`src/rtl/ptps_pkg.sv`:
```
`default_nettype none

package ptps_pkg;

   localparam int SLOTS       = 16;
   localparam int MAX_RESULTS = 16;
   localparam int ADDR_W      = (SLOTS > 1) ? $clog2(SLOTS) : 1;
   localparam int CNT_W       = $clog2(SLOTS + 1);
   localparam int FIRE_W      = $clog2(MAX_RESULTS + 1);
   localparam int PERIOD_W    = 16;
   localparam int TIME_W      = 32;
   localparam int STEP_W      = $clog2(PERIOD_W);

   localparam logic [15:0] TPS_RESET = 16'd1000;

   typedef logic [ADDR_W-1:0]   slot_addr_type;
   typedef logic [CNT_W-1:0]    slot_cnt_type;
   typedef logic [FIRE_W-1:0]   fire_cnt_type;
   typedef logic [STEP_W-1:0]   div_step_type;
   typedef logic [PERIOD_W-1:0] period_type;
   typedef logic [TIME_W-1:0]   time_type;

   typedef enum logic [2:0] {
      REQ_CREATE  = 3'd0,
      REQ_START   = 3'd1,
      REQ_STOP    = 3'd2,
      REQ_SETFREQ = 3'd3,
      REQ_RUN     = 3'd4
   } req_kind_type;

   typedef enum logic [1:0] {
      KIND_CREATE = 2'd0,
      KIND_FIRE   = 2'd1,
      KIND_IDLE   = 2'd2
   } rsp_kind_type;

   typedef enum logic [2:0] {
      ST_IDLE,
      ST_DIV,
      ST_READ,
      ST_WRITE,
      ST_REPLY,
      ST_SCAN,
      ST_SCAN_END
   } state_type;

   typedef struct packed {
      logic       enabled;
      period_type period;
      time_type   last_run;
   } entry_type;

   localparam int ENTRY_W = $bits(entry_type);

endpackage

`default_nettype wire

```
`src/rtl/ptps_ram.sv`:
```
`default_nettype none

module ptps_ram #(
   parameter int WIDTH = 8,
   parameter int DEPTH = 16,
   parameter int ADDR_W = (DEPTH > 1) ? $clog2(DEPTH) : 1
) (
   input  wire logic              clock,
   input  wire logic              wr_en,
   input  wire logic [ADDR_W-1:0] wr_addr,
   input  wire logic [WIDTH-1:0]  wr_data,
   input  wire logic              rd_en,
   input  wire logic [ADDR_W-1:0] rd_addr,
   output logic      [WIDTH-1:0]  rd_data
);

   logic [WIDTH-1:0] mem_ff [DEPTH];
   logic [WIDTH-1:0] rd_data_ff;

   always_ff @(posedge clock) begin
      if (wr_en) begin
         mem_ff[wr_addr] <= wr_data;
      end
      if (rd_en) begin
         rd_data_ff <= mem_ff[rd_addr];
      end
   end

   assign rd_data = rd_data_ff;

endmodule

`default_nettype wire

```
`src/rtl/periodic_task_poll_scheduler_core.sv`:
```
`default_nettype none

// Periodic polling task scheduler. Slot state (started flag, period, last-run
// time) lives in one single-port-read RAM with a registered read; start, stop
// and set frequency are read-modify-writes of that RAM, and requests are taken
// one at a time. Create and set frequency compute the period with a 16-step
// restoring divider (one quotient bit per cycle); with a zero frequency the
// divider is skipped, as it is for a create on a full table. A run scan reads
// one slot per cycle, while the result side does not stall it, through a
// two-stage read/evaluate pipeline. Back-pressure on the result side holds
// off result beats. The RAM needs no clearing after reset: only created slots
// are ever read. Configuration writes are always taken.

module periodic_task_poll_scheduler_core (
   input  wire logic        clock,
   input  wire logic        reset,

   input  wire logic        req_tvalid,
   output logic             req_tready,
   // [3:0] task_slot, [19:4] freq_hz, [20] start_now, [52:21] now_ms
   input  wire logic [55:0] req_tdata,
   // [2:0] req_type
   input  wire logic [2:0]  req_tuser,

   output logic             rsp_tvalid,
   input  wire logic        rsp_tready,
   // [3:0] slot_index, [4] create_ok
   output logic [7:0]       rsp_tdata,
   // [1:0] result_kind
   output logic [1:0]       rsp_tuser,
   output logic             rsp_tlast,

   input  wire logic        csr_valid,
   output logic             csr_ready,
   input  wire logic [15:0] csr_data
);

   ptps_pkg::state_type     state_ff, state_in;
   ptps_pkg::req_kind_type  op_ff, op_in;
   logic [3:0]              slot_ff, slot_in;
   ptps_pkg::period_type    freq_ff, freq_in;
   logic                    start_ff, start_in;
   ptps_pkg::time_type      now_ff, now_in;
   logic [15:0]             tps_ff, tps_in;
   ptps_pkg::slot_cnt_type  count_ff, count_in;

   ptps_pkg::period_type    div_rem_ff, div_rem_in;
   ptps_pkg::period_type    div_quo_ff, div_quo_in;
   ptps_pkg::div_step_type  div_step_ff, div_step_in;

   ptps_pkg::slot_cnt_type  rd_idx_ff, rd_idx_in;
   logic                    ev_vld_ff, ev_vld_in;
   ptps_pkg::slot_addr_type ev_idx_ff, ev_idx_in;
   logic                    pend_vld_ff, pend_vld_in;
   ptps_pkg::slot_addr_type pend_idx_ff, pend_idx_in;
   ptps_pkg::fire_cnt_type  fire_cnt_ff, fire_cnt_in;

   logic                    rsp_vld_ff, rsp_vld_in;
   ptps_pkg::rsp_kind_type  rsp_kind_ff, rsp_kind_in;
   logic [3:0]              rsp_slot_ff, rsp_slot_in;
   logic                    rsp_ok_ff, rsp_ok_in;
   logic                    rsp_last_ff, rsp_last_in;

   logic                    ram_wr_en;
   ptps_pkg::slot_addr_type ram_wr_addr;
   ptps_pkg::entry_type     ram_wr_data;
   logic                    ram_rd_en;
   ptps_pkg::slot_addr_type ram_rd_addr;
   logic [ptps_pkg::ENTRY_W-1:0] ram_rd_bits;
   ptps_pkg::entry_type     ent;

   ptps_pkg::req_kind_type  in_kind;
   logic [3:0]              in_slot;
   ptps_pkg::period_type    in_freq;
   logic                    in_start;
   ptps_pkg::time_type      in_now;

   logic                    req_acc;
   logic                    out_free;
   logic                    slot_ok;
   logic                    room;
   logic [16:0]             rem_sh;
   logic                    rem_ge;
   logic                    div_last;
   ptps_pkg::time_type      elapsed;
   logic                    due;
   logic                    report;
   logic                    stall;
   logic                    advance;
   logic                    rd_more;
   logic                    scan_done;

   ptps_ram #(
      .WIDTH (ptps_pkg::ENTRY_W),
      .DEPTH (ptps_pkg::SLOTS)
   ) u_slot_ram (
      .clock   (clock),
      .wr_en   (ram_wr_en),
      .wr_addr (ram_wr_addr),
      .wr_data (ram_wr_data),
      .rd_en   (ram_rd_en),
      .rd_addr (ram_rd_addr),
      .rd_data (ram_rd_bits)
   );

   assign ent       = ptps_pkg::entry_type'(ram_rd_bits);

   assign in_kind   = ptps_pkg::req_kind_type'(req_tuser);
   assign in_slot   = req_tdata[3:0];
   assign in_freq   = req_tdata[19:4];
   assign in_start  = req_tdata[20];
   assign in_now    = req_tdata[52:21];

   assign req_tready = (state_ff == ptps_pkg::ST_IDLE);
   assign req_acc    = req_tvalid & req_tready;
   assign csr_ready  = 1'b1;
   assign out_free   = ~rsp_vld_ff | rsp_tready;

   assign slot_ok = (32'(in_slot) < 32'(count_ff));
   assign room    = (count_ff < ptps_pkg::slot_cnt_type'(ptps_pkg::SLOTS));

   assign rem_sh   = {div_rem_ff, div_quo_ff[15]};
   assign rem_ge   = (rem_sh >= {1'b0, freq_ff});
   assign div_last = (div_step_ff == ptps_pkg::div_step_type'(ptps_pkg::PERIOD_W - 1));

   assign elapsed   = now_ff - ent.last_run;
   assign due       = ev_vld_ff & ent.enabled & (elapsed >= 32'(ent.period));
   assign report    = due & (fire_cnt_ff < ptps_pkg::fire_cnt_type'(ptps_pkg::MAX_RESULTS));
   assign stall     = report & pend_vld_ff & ~out_free;
   assign advance   = ~stall;
   assign rd_more   = (rd_idx_ff < count_ff);
   assign scan_done = ~rd_more & ~ev_vld_ff;

   // next state
   always_comb begin
      state_in = state_ff;
      unique case (state_ff)
         ptps_pkg::ST_IDLE: begin
            if (req_acc) begin
               unique case (in_kind)
                  ptps_pkg::REQ_CREATE: begin
                     state_in = (room && in_freq != '0) ? ptps_pkg::ST_DIV
                                                        : ptps_pkg::ST_REPLY;
                  end
                  ptps_pkg::REQ_START,
                  ptps_pkg::REQ_STOP: begin
                     state_in = slot_ok ? ptps_pkg::ST_READ : ptps_pkg::ST_IDLE;
                  end
                  ptps_pkg::REQ_SETFREQ: begin
                     if (!slot_ok) begin
                        state_in = ptps_pkg::ST_IDLE;
                     end else if (in_freq != '0) begin
                        state_in = ptps_pkg::ST_DIV;
                     end else begin
                        state_in = ptps_pkg::ST_READ;
                     end
                  end
                  ptps_pkg::REQ_RUN: begin
                     state_in = ptps_pkg::ST_SCAN;
                  end
                  default: begin
                     state_in = ptps_pkg::ST_IDLE;
                  end
               endcase
            end
         end
         ptps_pkg::ST_DIV: begin
            if (div_last) begin
               state_in = (op_ff == ptps_pkg::REQ_CREATE) ? ptps_pkg::ST_REPLY
                                                          : ptps_pkg::ST_READ;
            end
         end
         ptps_pkg::ST_READ: begin
            state_in = ptps_pkg::ST_WRITE;
         end
         ptps_pkg::ST_WRITE: begin
            state_in = ptps_pkg::ST_IDLE;
         end
         ptps_pkg::ST_REPLY: begin
            if (out_free) begin
               state_in = ptps_pkg::ST_IDLE;
            end
         end
         ptps_pkg::ST_SCAN: begin
            if (scan_done) begin
               state_in = ptps_pkg::ST_SCAN_END;
            end
         end
         ptps_pkg::ST_SCAN_END: begin
            if (out_free) begin
               state_in = ptps_pkg::ST_IDLE;
            end
         end
         default: begin
            state_in = ptps_pkg::ST_IDLE;
         end
      endcase
   end

   // datapath, RAM access and result beats
   always_comb begin
      op_in       = op_ff;
      slot_in     = slot_ff;
      freq_in     = freq_ff;
      start_in    = start_ff;
      now_in      = now_ff;
      count_in    = count_ff;
      div_rem_in  = div_rem_ff;
      div_quo_in  = div_quo_ff;
      div_step_in = div_step_ff;
      rd_idx_in   = rd_idx_ff;
      ev_vld_in   = ev_vld_ff;
      ev_idx_in   = ev_idx_ff;
      pend_vld_in = pend_vld_ff;
      pend_idx_in = pend_idx_ff;
      fire_cnt_in = fire_cnt_ff;

      rsp_vld_in  = rsp_vld_ff & ~rsp_tready;
      rsp_kind_in = rsp_kind_ff;
      rsp_slot_in = rsp_slot_ff;
      rsp_ok_in   = rsp_ok_ff;
      rsp_last_in = rsp_last_ff;

      ram_wr_en   = 1'b0;
      ram_wr_addr = ev_idx_ff;
      ram_wr_data = ent;
      ram_rd_en   = 1'b0;
      ram_rd_addr = rd_idx_ff[ptps_pkg::ADDR_W-1:0];

      tps_in = csr_valid ? csr_data : tps_ff;

      unique case (state_ff)
         ptps_pkg::ST_IDLE: begin
            if (req_acc) begin
               op_in       = in_kind;
               slot_in     = in_slot;
               freq_in     = in_freq;
               start_in    = in_start;
               now_in      = in_now;
               div_rem_in  = '0;
               div_quo_in  = (in_freq == '0) ? '0 : tps_ff;
               div_step_in = '0;
               rd_idx_in   = '0;
               ev_vld_in   = 1'b0;
               pend_vld_in = 1'b0;
               fire_cnt_in = '0;
            end
         end
         ptps_pkg::ST_DIV: begin
            div_step_in = div_step_ff + 1'b1;
            div_quo_in  = {div_quo_ff[14:0], rem_ge};
            div_rem_in  = rem_ge ? 16'(rem_sh - {1'b0, freq_ff}) : rem_sh[15:0];
         end
         ptps_pkg::ST_READ: begin
            ram_rd_en   = 1'b1;
            ram_rd_addr = ptps_pkg::slot_addr_type'(slot_ff);
         end
         ptps_pkg::ST_WRITE: begin
            ram_wr_en   = 1'b1;
            ram_wr_addr = ptps_pkg::slot_addr_type'(slot_ff);
            unique case (op_ff)
               ptps_pkg::REQ_START:   ram_wr_data.enabled = 1'b1;
               ptps_pkg::REQ_STOP:    ram_wr_data.enabled = 1'b0;
               ptps_pkg::REQ_SETFREQ: ram_wr_data.period  = div_quo_ff;
               default:               ram_wr_data = ent;
            endcase
         end
         ptps_pkg::ST_REPLY: begin
            if (out_free) begin
               rsp_vld_in  = 1'b1;
               rsp_kind_in = ptps_pkg::KIND_CREATE;
               rsp_last_in = 1'b1;
               rsp_ok_in   = room;
               rsp_slot_in = room ? 4'(count_ff) : 4'd0;
               if (room) begin
                  ram_wr_en            = 1'b1;
                  ram_wr_addr          = count_ff[ptps_pkg::ADDR_W-1:0];
                  ram_wr_data.enabled  = start_ff;
                  ram_wr_data.period   = div_quo_ff;
                  ram_wr_data.last_run = '0;
                  count_in             = count_ff + 1'b1;
               end
            end
         end
         ptps_pkg::ST_SCAN: begin
            if (advance) begin
               ram_rd_en = rd_more;
               ev_vld_in = rd_more;
               ev_idx_in = rd_idx_ff[ptps_pkg::ADDR_W-1:0];
               if (rd_more) begin
                  rd_idx_in = rd_idx_ff + 1'b1;
               end
               if (due) begin
                  ram_wr_en            = 1'b1;
                  ram_wr_addr          = ev_idx_ff;
                  ram_wr_data.last_run = now_ff;
               end
               if (report) begin
                  fire_cnt_in = fire_cnt_ff + 1'b1;
                  pend_vld_in = 1'b1;
                  pend_idx_in = ev_idx_ff;
                  if (pend_vld_ff) begin
                     rsp_vld_in  = 1'b1;
                     rsp_kind_in = ptps_pkg::KIND_FIRE;
                     rsp_slot_in = 4'(pend_idx_ff);
                     rsp_ok_in   = 1'b0;
                     rsp_last_in = 1'b0;
                  end
               end
            end
         end
         ptps_pkg::ST_SCAN_END: begin
            if (out_free) begin
               rsp_vld_in  = 1'b1;
               rsp_kind_in = pend_vld_ff ? ptps_pkg::KIND_FIRE : ptps_pkg::KIND_IDLE;
               rsp_slot_in = pend_vld_ff ? 4'(pend_idx_ff) : 4'd0;
               rsp_ok_in   = 1'b0;
               rsp_last_in = 1'b1;
            end
         end
         default: begin
            ram_wr_en = 1'b0;
         end
      endcase
   end

   always_ff @(posedge clock) begin
      if (reset) begin
         state_ff    <= ptps_pkg::ST_IDLE;
         tps_ff      <= ptps_pkg::TPS_RESET;
         count_ff    <= '0;
         ev_vld_ff   <= 1'b0;
         pend_vld_ff <= 1'b0;
         rsp_vld_ff  <= 1'b0;
      end else begin
         state_ff    <= state_in;
         tps_ff      <= tps_in;
         count_ff    <= count_in;
         ev_vld_ff   <= ev_vld_in;
         pend_vld_ff <= pend_vld_in;
         rsp_vld_ff  <= rsp_vld_in;
      end
   end

   always_ff @(posedge clock) begin
      op_ff       <= op_in;
      slot_ff     <= slot_in;
      freq_ff     <= freq_in;
      start_ff    <= start_in;
      now_ff      <= now_in;
      div_rem_ff  <= div_rem_in;
      div_quo_ff  <= div_quo_in;
      div_step_ff <= div_step_in;
      rd_idx_ff   <= rd_idx_in;
      ev_idx_ff   <= ev_idx_in;
      pend_idx_ff <= pend_idx_in;
      fire_cnt_ff <= fire_cnt_in;
      rsp_kind_ff <= rsp_kind_in;
      rsp_slot_ff <= rsp_slot_in;
      rsp_ok_ff   <= rsp_ok_in;
      rsp_last_ff <= rsp_last_in;
   end

   assign rsp_tvalid = rsp_vld_ff;
   assign rsp_tdata  = {3'b000, rsp_ok_ff, rsp_slot_ff};
   assign rsp_tuser  = rsp_kind_ff;
   assign rsp_tlast  = rsp_last_ff;

endmodule

`default_nettype wire
```
`config.mk`:
```
export PLATFORM = sky130hd
export DESIGN_NAME = periodic_task_poll_scheduler_core
export DESIGN_NICKNAME = d
export VERILOG_FILES = /design/src/rtl/ptps_pkg.sv /design/src/rtl/ptps_ram.sv /design/src/rtl/periodic_task_poll_scheduler_core.sv
export SDC_FILE = /design/constraint.sdc
export NUM_CORES = 1
export LEC_CHECK = 0
export BUFFER_PORTS_ARGS = -buffer_cell sky130_fd_sc_hd__buf_4
export CAP_MARGIN = 20
export CORE_MARGIN = 10
export CORE_UTILIZATION = 45
export DETAILED_ROUTE_END_ITERATION = 8
export MAX_ROUTING_LAYER = met4
export SLEW_MARGIN = 20
export SYNTH_ARGS = -nofsm -noshare
export SYNTH_HDL_FRONTEND = slang
export SYNTH_SLANG_ARGS = --single-unit
```
`constraint.sdc`:
```
create_clock -name clock -period 7.9 [get_ports clock]
set_clock_uncertainty 0.2 [all_clocks]
set_input_delay 0.79 -clock clock [delete_from_list [all_inputs] [get_ports clock]]
set_output_delay 0.79 -clock clock [all_outputs]
set_load 0.03 [all_outputs]
```
==> flow_summary.yaml <==
critical_path:
  r2r_slack_ns: 1.25
  required_ns: 8.06
  crit_slowest_cell: "a31o_4"
  crit_path_cell_trace: "inv_1 -> ha_1 -> fa_1 -> nand2b_1 -> a21oi_1 -> a21oi_1 -> o21ai_0 -> nand2_1 -> nand2_1 -> a21oi_1 -> xnor2_1 -> ha_1 -> a21o_1 -> a21oi_1 -> o311ai_1 -> a21oi_1 -> o221ai_1 -> nor4_1 -> nand4_1 -> or2_1 -> o21ai_0 -> a31o_4 -> buf_12"
  max_stage_delay_ns: 0.69
  startpoint_type: "flop"
  path_buf_inv: 2
  timing.critical_path.mode_cell: "a21oi_1"
  crit_type: "reg -> reg"
  arrival_ns: 6.81
  endpoint_kind: "flop"
  critPathTopFamily: "compound AO/OA/AOI/OAI gates"
  worst-path-max-fanout: 32
power:
  seqPwrFrac_pct: 47.2
  power_density_mw_per_mm2: 271
  power_leakage_nw: 16.4
  intPower_mw: 9.36
  netSwitchingPower_mw: 3.62
  total_power_mw: 13.0
  power_switching_share_pct: 27.9
  power_frac_comb_pct: 17.5
  clockPowerShare_pct: 35.3
  vdd_drop_max_mv: 0.184
synth:
  netlist_instances: 3298
  synthFlopType: "edfxtp_1"
  synth-edff-count: 951
  avgSynthCellArea_um2: 13.0
  synth-seq-area-share_pct: 68.1
  ys_ff_latch: 978
  synth_cell_types: 70
  ys_warn_count: 0
  postSynth.asyncResetShare_pct: 0
  syn_area_mm2: 0.0427
routing:
  routedWlPerCell_um: 24.1
  ant_nets: 0
  drc_errors: 0
  dr_total_vias: 27500
  dr.first_iter.drc_count: 2699
  dr.pass1.iters: 5
  vias_per_cell: 5.93
  routed_wirelength_mm: 112
finish:
  drive_gt1_share_pct: 9.97
  stdcell_area_mm2: 0.0480
  fin_util_pct: 51.2
  n_fill_cell: 7840
  area_delta_synth_final_pct: 12.2
  nets: 3469
  antennaDiodeCount: 0
placement:
  gp_congestion: 0.880
  place_area_mm2: 0.0448
  portBuffers: 86
  dp_hpwl_mm: 62.8
sta:
  period_needed_ns: 6.65
  finalSetupViolCount: 0
  slew_violations: 0
  slew_headroom_pct: 22.4
  tightest_slew_ns: 1.16
  tns_ns: 0
  rsz0062_at_grt: "false"
  finalHoldViolCount: 0
  max_freq_mhz: 150
  fin_crit_sh_pct: 84.2
floorplanning:
  rows: 112
  io_pins: 94
  die_w_um: 328
  core_area_mm2: 0.0937
  die-height_um: 328
  initial_core_util_pct: 45.6
  dieArea_mm2: 0.108
clocking:
  worst_skew_pair.late_latency_ns: 0.68
  clockBufferDepth: 3
  cts_buffers: 100
  clk_pin_slew_ns: 0.06
  post_cts_buffers: 0
  cts_resized: 0
  cts_tree: "done"
  cts-root-buf: "clkbuf_16"
  cts.sinks: 978
  htree_levels: 3
  cts_hold_buf: 0
global_route:
  grt_pass1_vias: 26800
  gr-total-overflow: 0
  grt_pass1_wl_mm: 168
  antenna_found_initial: 1
  grt_max_degree: 179
  grt_use_total_pct: 20.9
worst_hold_path:
  worstHoldPathType: "in -> reg"
job:
  maxCapViolCount: 0
status:
  status: "finished clean"
==> power groups by stage <==
stage / Combinational (mW) / Clock (mW) / Sequential (mW)
4_1_cts: 2.26 / 4.66 / 6.13
5_1_grt: 2.51 / 4.87 / 6.14
3_5_place_dp: 2.25 / 0 / 6.24
3_3_place_gp: 2.18 / 0 / 6.23
2_1_floorplan: 1.63 / 0 / 6.16
6_report: 2.27 / 4.58 / 6.13
==> worst register-to-register path, stage by stage, from the launching register on <==
cell,delay [ns]
edfxtp_1,0.36
inv_1,0.05
ha_1,0.22
fa_1,0.40
nand2b_1,0.18
a21oi_1,0.40
a21oi_1,0.22
o21ai_0,0.41
nand2_1,0.10
nand2_1,0.08
a21oi_1,0.08
xnor2_1,0.15
ha_1,0.30
a21o_1,0.18
a21oi_1,0.24
o311ai_1,0.14
a21oi_1,0.15
o221ai_1,0.13
nor4_1,0.29
nand4_1,0.25
or2_1,0.37
o21ai_0,0.45
a31o_4,0.69
buf_12,0.30
==> Yosys cell counts (6+ instances only) <==
| cell | n | area [um^2] |
|---|---|---|
| buf_1 | 8 | 30.0 |
| a211o_1 | 6 | 52.6 |
| nand4_1 | 10 | 62.6 |
| o21bai_1 | 6 | 45.0 |
| xnor2_1 | 28 | 245 |
| a211oi_1 | 256 | 1920 |
| and2_1 | 204 | 1280 |
| clkbuf_1 | 205 | 769 |
| nor3_1 | 14 | 70.1 |
| ha_1 | 74 | 926 |
| a31oi_1 | 106 | 663 |
| dfxtp_1 | 27 | 541 |
| mux2_2 | 18 | 203 |
| edfxtp_1 | 951 | 28600 |
| mux2i_1 | 27 | 270 |
| nor2_1 | 129 | 484 |
| o21a_1 | 8 | 60.1 |
| xor2_1 | 16 | 140 |
| a311oi_1 | 101 | 885 |
| nand2b_1 | 18 | 113 |
| nand3_1 | 22 | 110 |
| nand2_1 | 522 | 1960 |
| o21ai_1 | 6 | 30.0 |
| and3_1 | 6 | 37.5 |
| a21oi_1 | 155 | 776 |
| nor2b_1 | 18 | 113 |
| inv_1 | 84 | 315 |
| o31ai_1 | 36 | 270 |
| a21o_1 | 46 | 345 |
| o211ai_1 | 10 | 75.1 |
| nor4_1 | 7 | 43.8 |
| a41o_1 | 33 | 330 |
| o21ai_0 | 51 | 255 |
==> path summary, 6_finish.rpt <==
check	startpoint	end	cells after the start
worst min-delay path	req_tdata[52]	now_ff[31]	1
worst min register to register	tps_ff[4]	tps_ff[4]	2
worst max register to register	now_ff[0]	u_slot_ram.rd_data[10]	23
worst max-delay path	now_ff[0]	u_slot_ram.rd_data[10]	23
==> flip-flops by register name (all words and copies together), names as in the netlist, 3 cells and up <==
register / count
u_slot_ram.mem_ff: 784
u_slot_ram.rd_data: 49
now_ff: 32
div_quo_ff: 16
div_rem_ff: 16
freq_ff: 16
tps_ff: 16
count_ff: 5
fire_cnt_ff: 5
rd_idx_ff: 5
div_step_ff: 4
ev_idx_ff: 4
pend_idx_ff: 4
rsp_slot_ff: 4
slot_ff: 4
op_ff: 3
state_ff: 3
==> stage by stage <==
step | cells | hold slack [ns] | worst slack, ns
final | 4643 | 0.0973 | 1.25
after global routing | 4643 | 0.0687 | 0.939
after CTS | 4642 | 0.0615 | 1.29
after detailed placement | 4464 | 0.287 | 1.36
after global placement | 4463 | 0.284 | 1.38
after floorplan | 3300 | 0.227 | 1.95
==> layer usage <==
metal | wire (um) | GRT usage (%) | vias to the layer above | part of all wire, %
li1 | - | - | 12600 | -
met4 | 2380 | 5.41 | 0 | 2.1
met5 | 0 | - | - | 0
met3 | 7360 | 3.36 | 148 | 6.6
met1 | 48400 | 27.4 | 13900 | 43
met2 | 54000 | 33.6 | 930 | 48
==> cell families after synthesis <==
logic type               Yosys count  synth area share (%)
multiplexers                      45                  1.11
buffers and inverters            311                  2.86
adder cells (fa/ha/maj)           76                  2.26
AND/OR/NAND/NOR                  973                  10.4
other                              2                0.0176
XOR/XNOR                          44                 0.902
AO/OA/AOI/OAI                    869                  14.4
flip-flops                       978                  68.1
==> area by class of cell <==
| cell class | count | area [um^2] | area share (%) |
|---|---|---|---|
| Multi-Input combinational cell | 2011 | 12600 | 26.4 |
| Clock inverter | 58 | 564 | 1.18 |
| Sequential cell | 978 | 29100 | 60.7 |
| Timing Repair Buffer | 138 | 1180 | 2.46 |
| Clock buffer | 120 | 2600 | 5.42 |
| Inverter | 84 | 315 | 0.657 |
| Tap cell | 1254 | 1570 | 3.27 |
==> cell usage in the layout, fill, tap and decap left out, drive strengths merged, types with 8 or more instances in the layout <==
| master | instances |
|---|---|
| ha | 74 |
| nor4 | 8 |
| xnor2 | 28 |
| clkbuf | 120 |
| o31ai | 36 |
| a31oi | 107 |
| or2 | 8 |
| xor2 | 16 |
| a311oi | 101 |
| nor3 | 15 |
| o21a | 8 |
| nand4 | 10 |
| nand3 | 22 |
| mux2 | 18 |
| a21oi | 159 |
| buf | 138 |
| dfxtp | 27 |
| bufinv | 8 |
| edfxtp | 951 |
| nor2b | 18 |
| clkinv | 44 |
| a41o | 33 |
| o211ai | 10 |
| mux2i | 27 |
| a211oi | 257 |
| and2 | 204 |
| nand2b | 18 |
| o21ai | 57 |
| inv | 86 |
| nor2 | 129 |
| nand2 | 522 |
| a21o | 46 |
(Power assumes the default switching activity.)
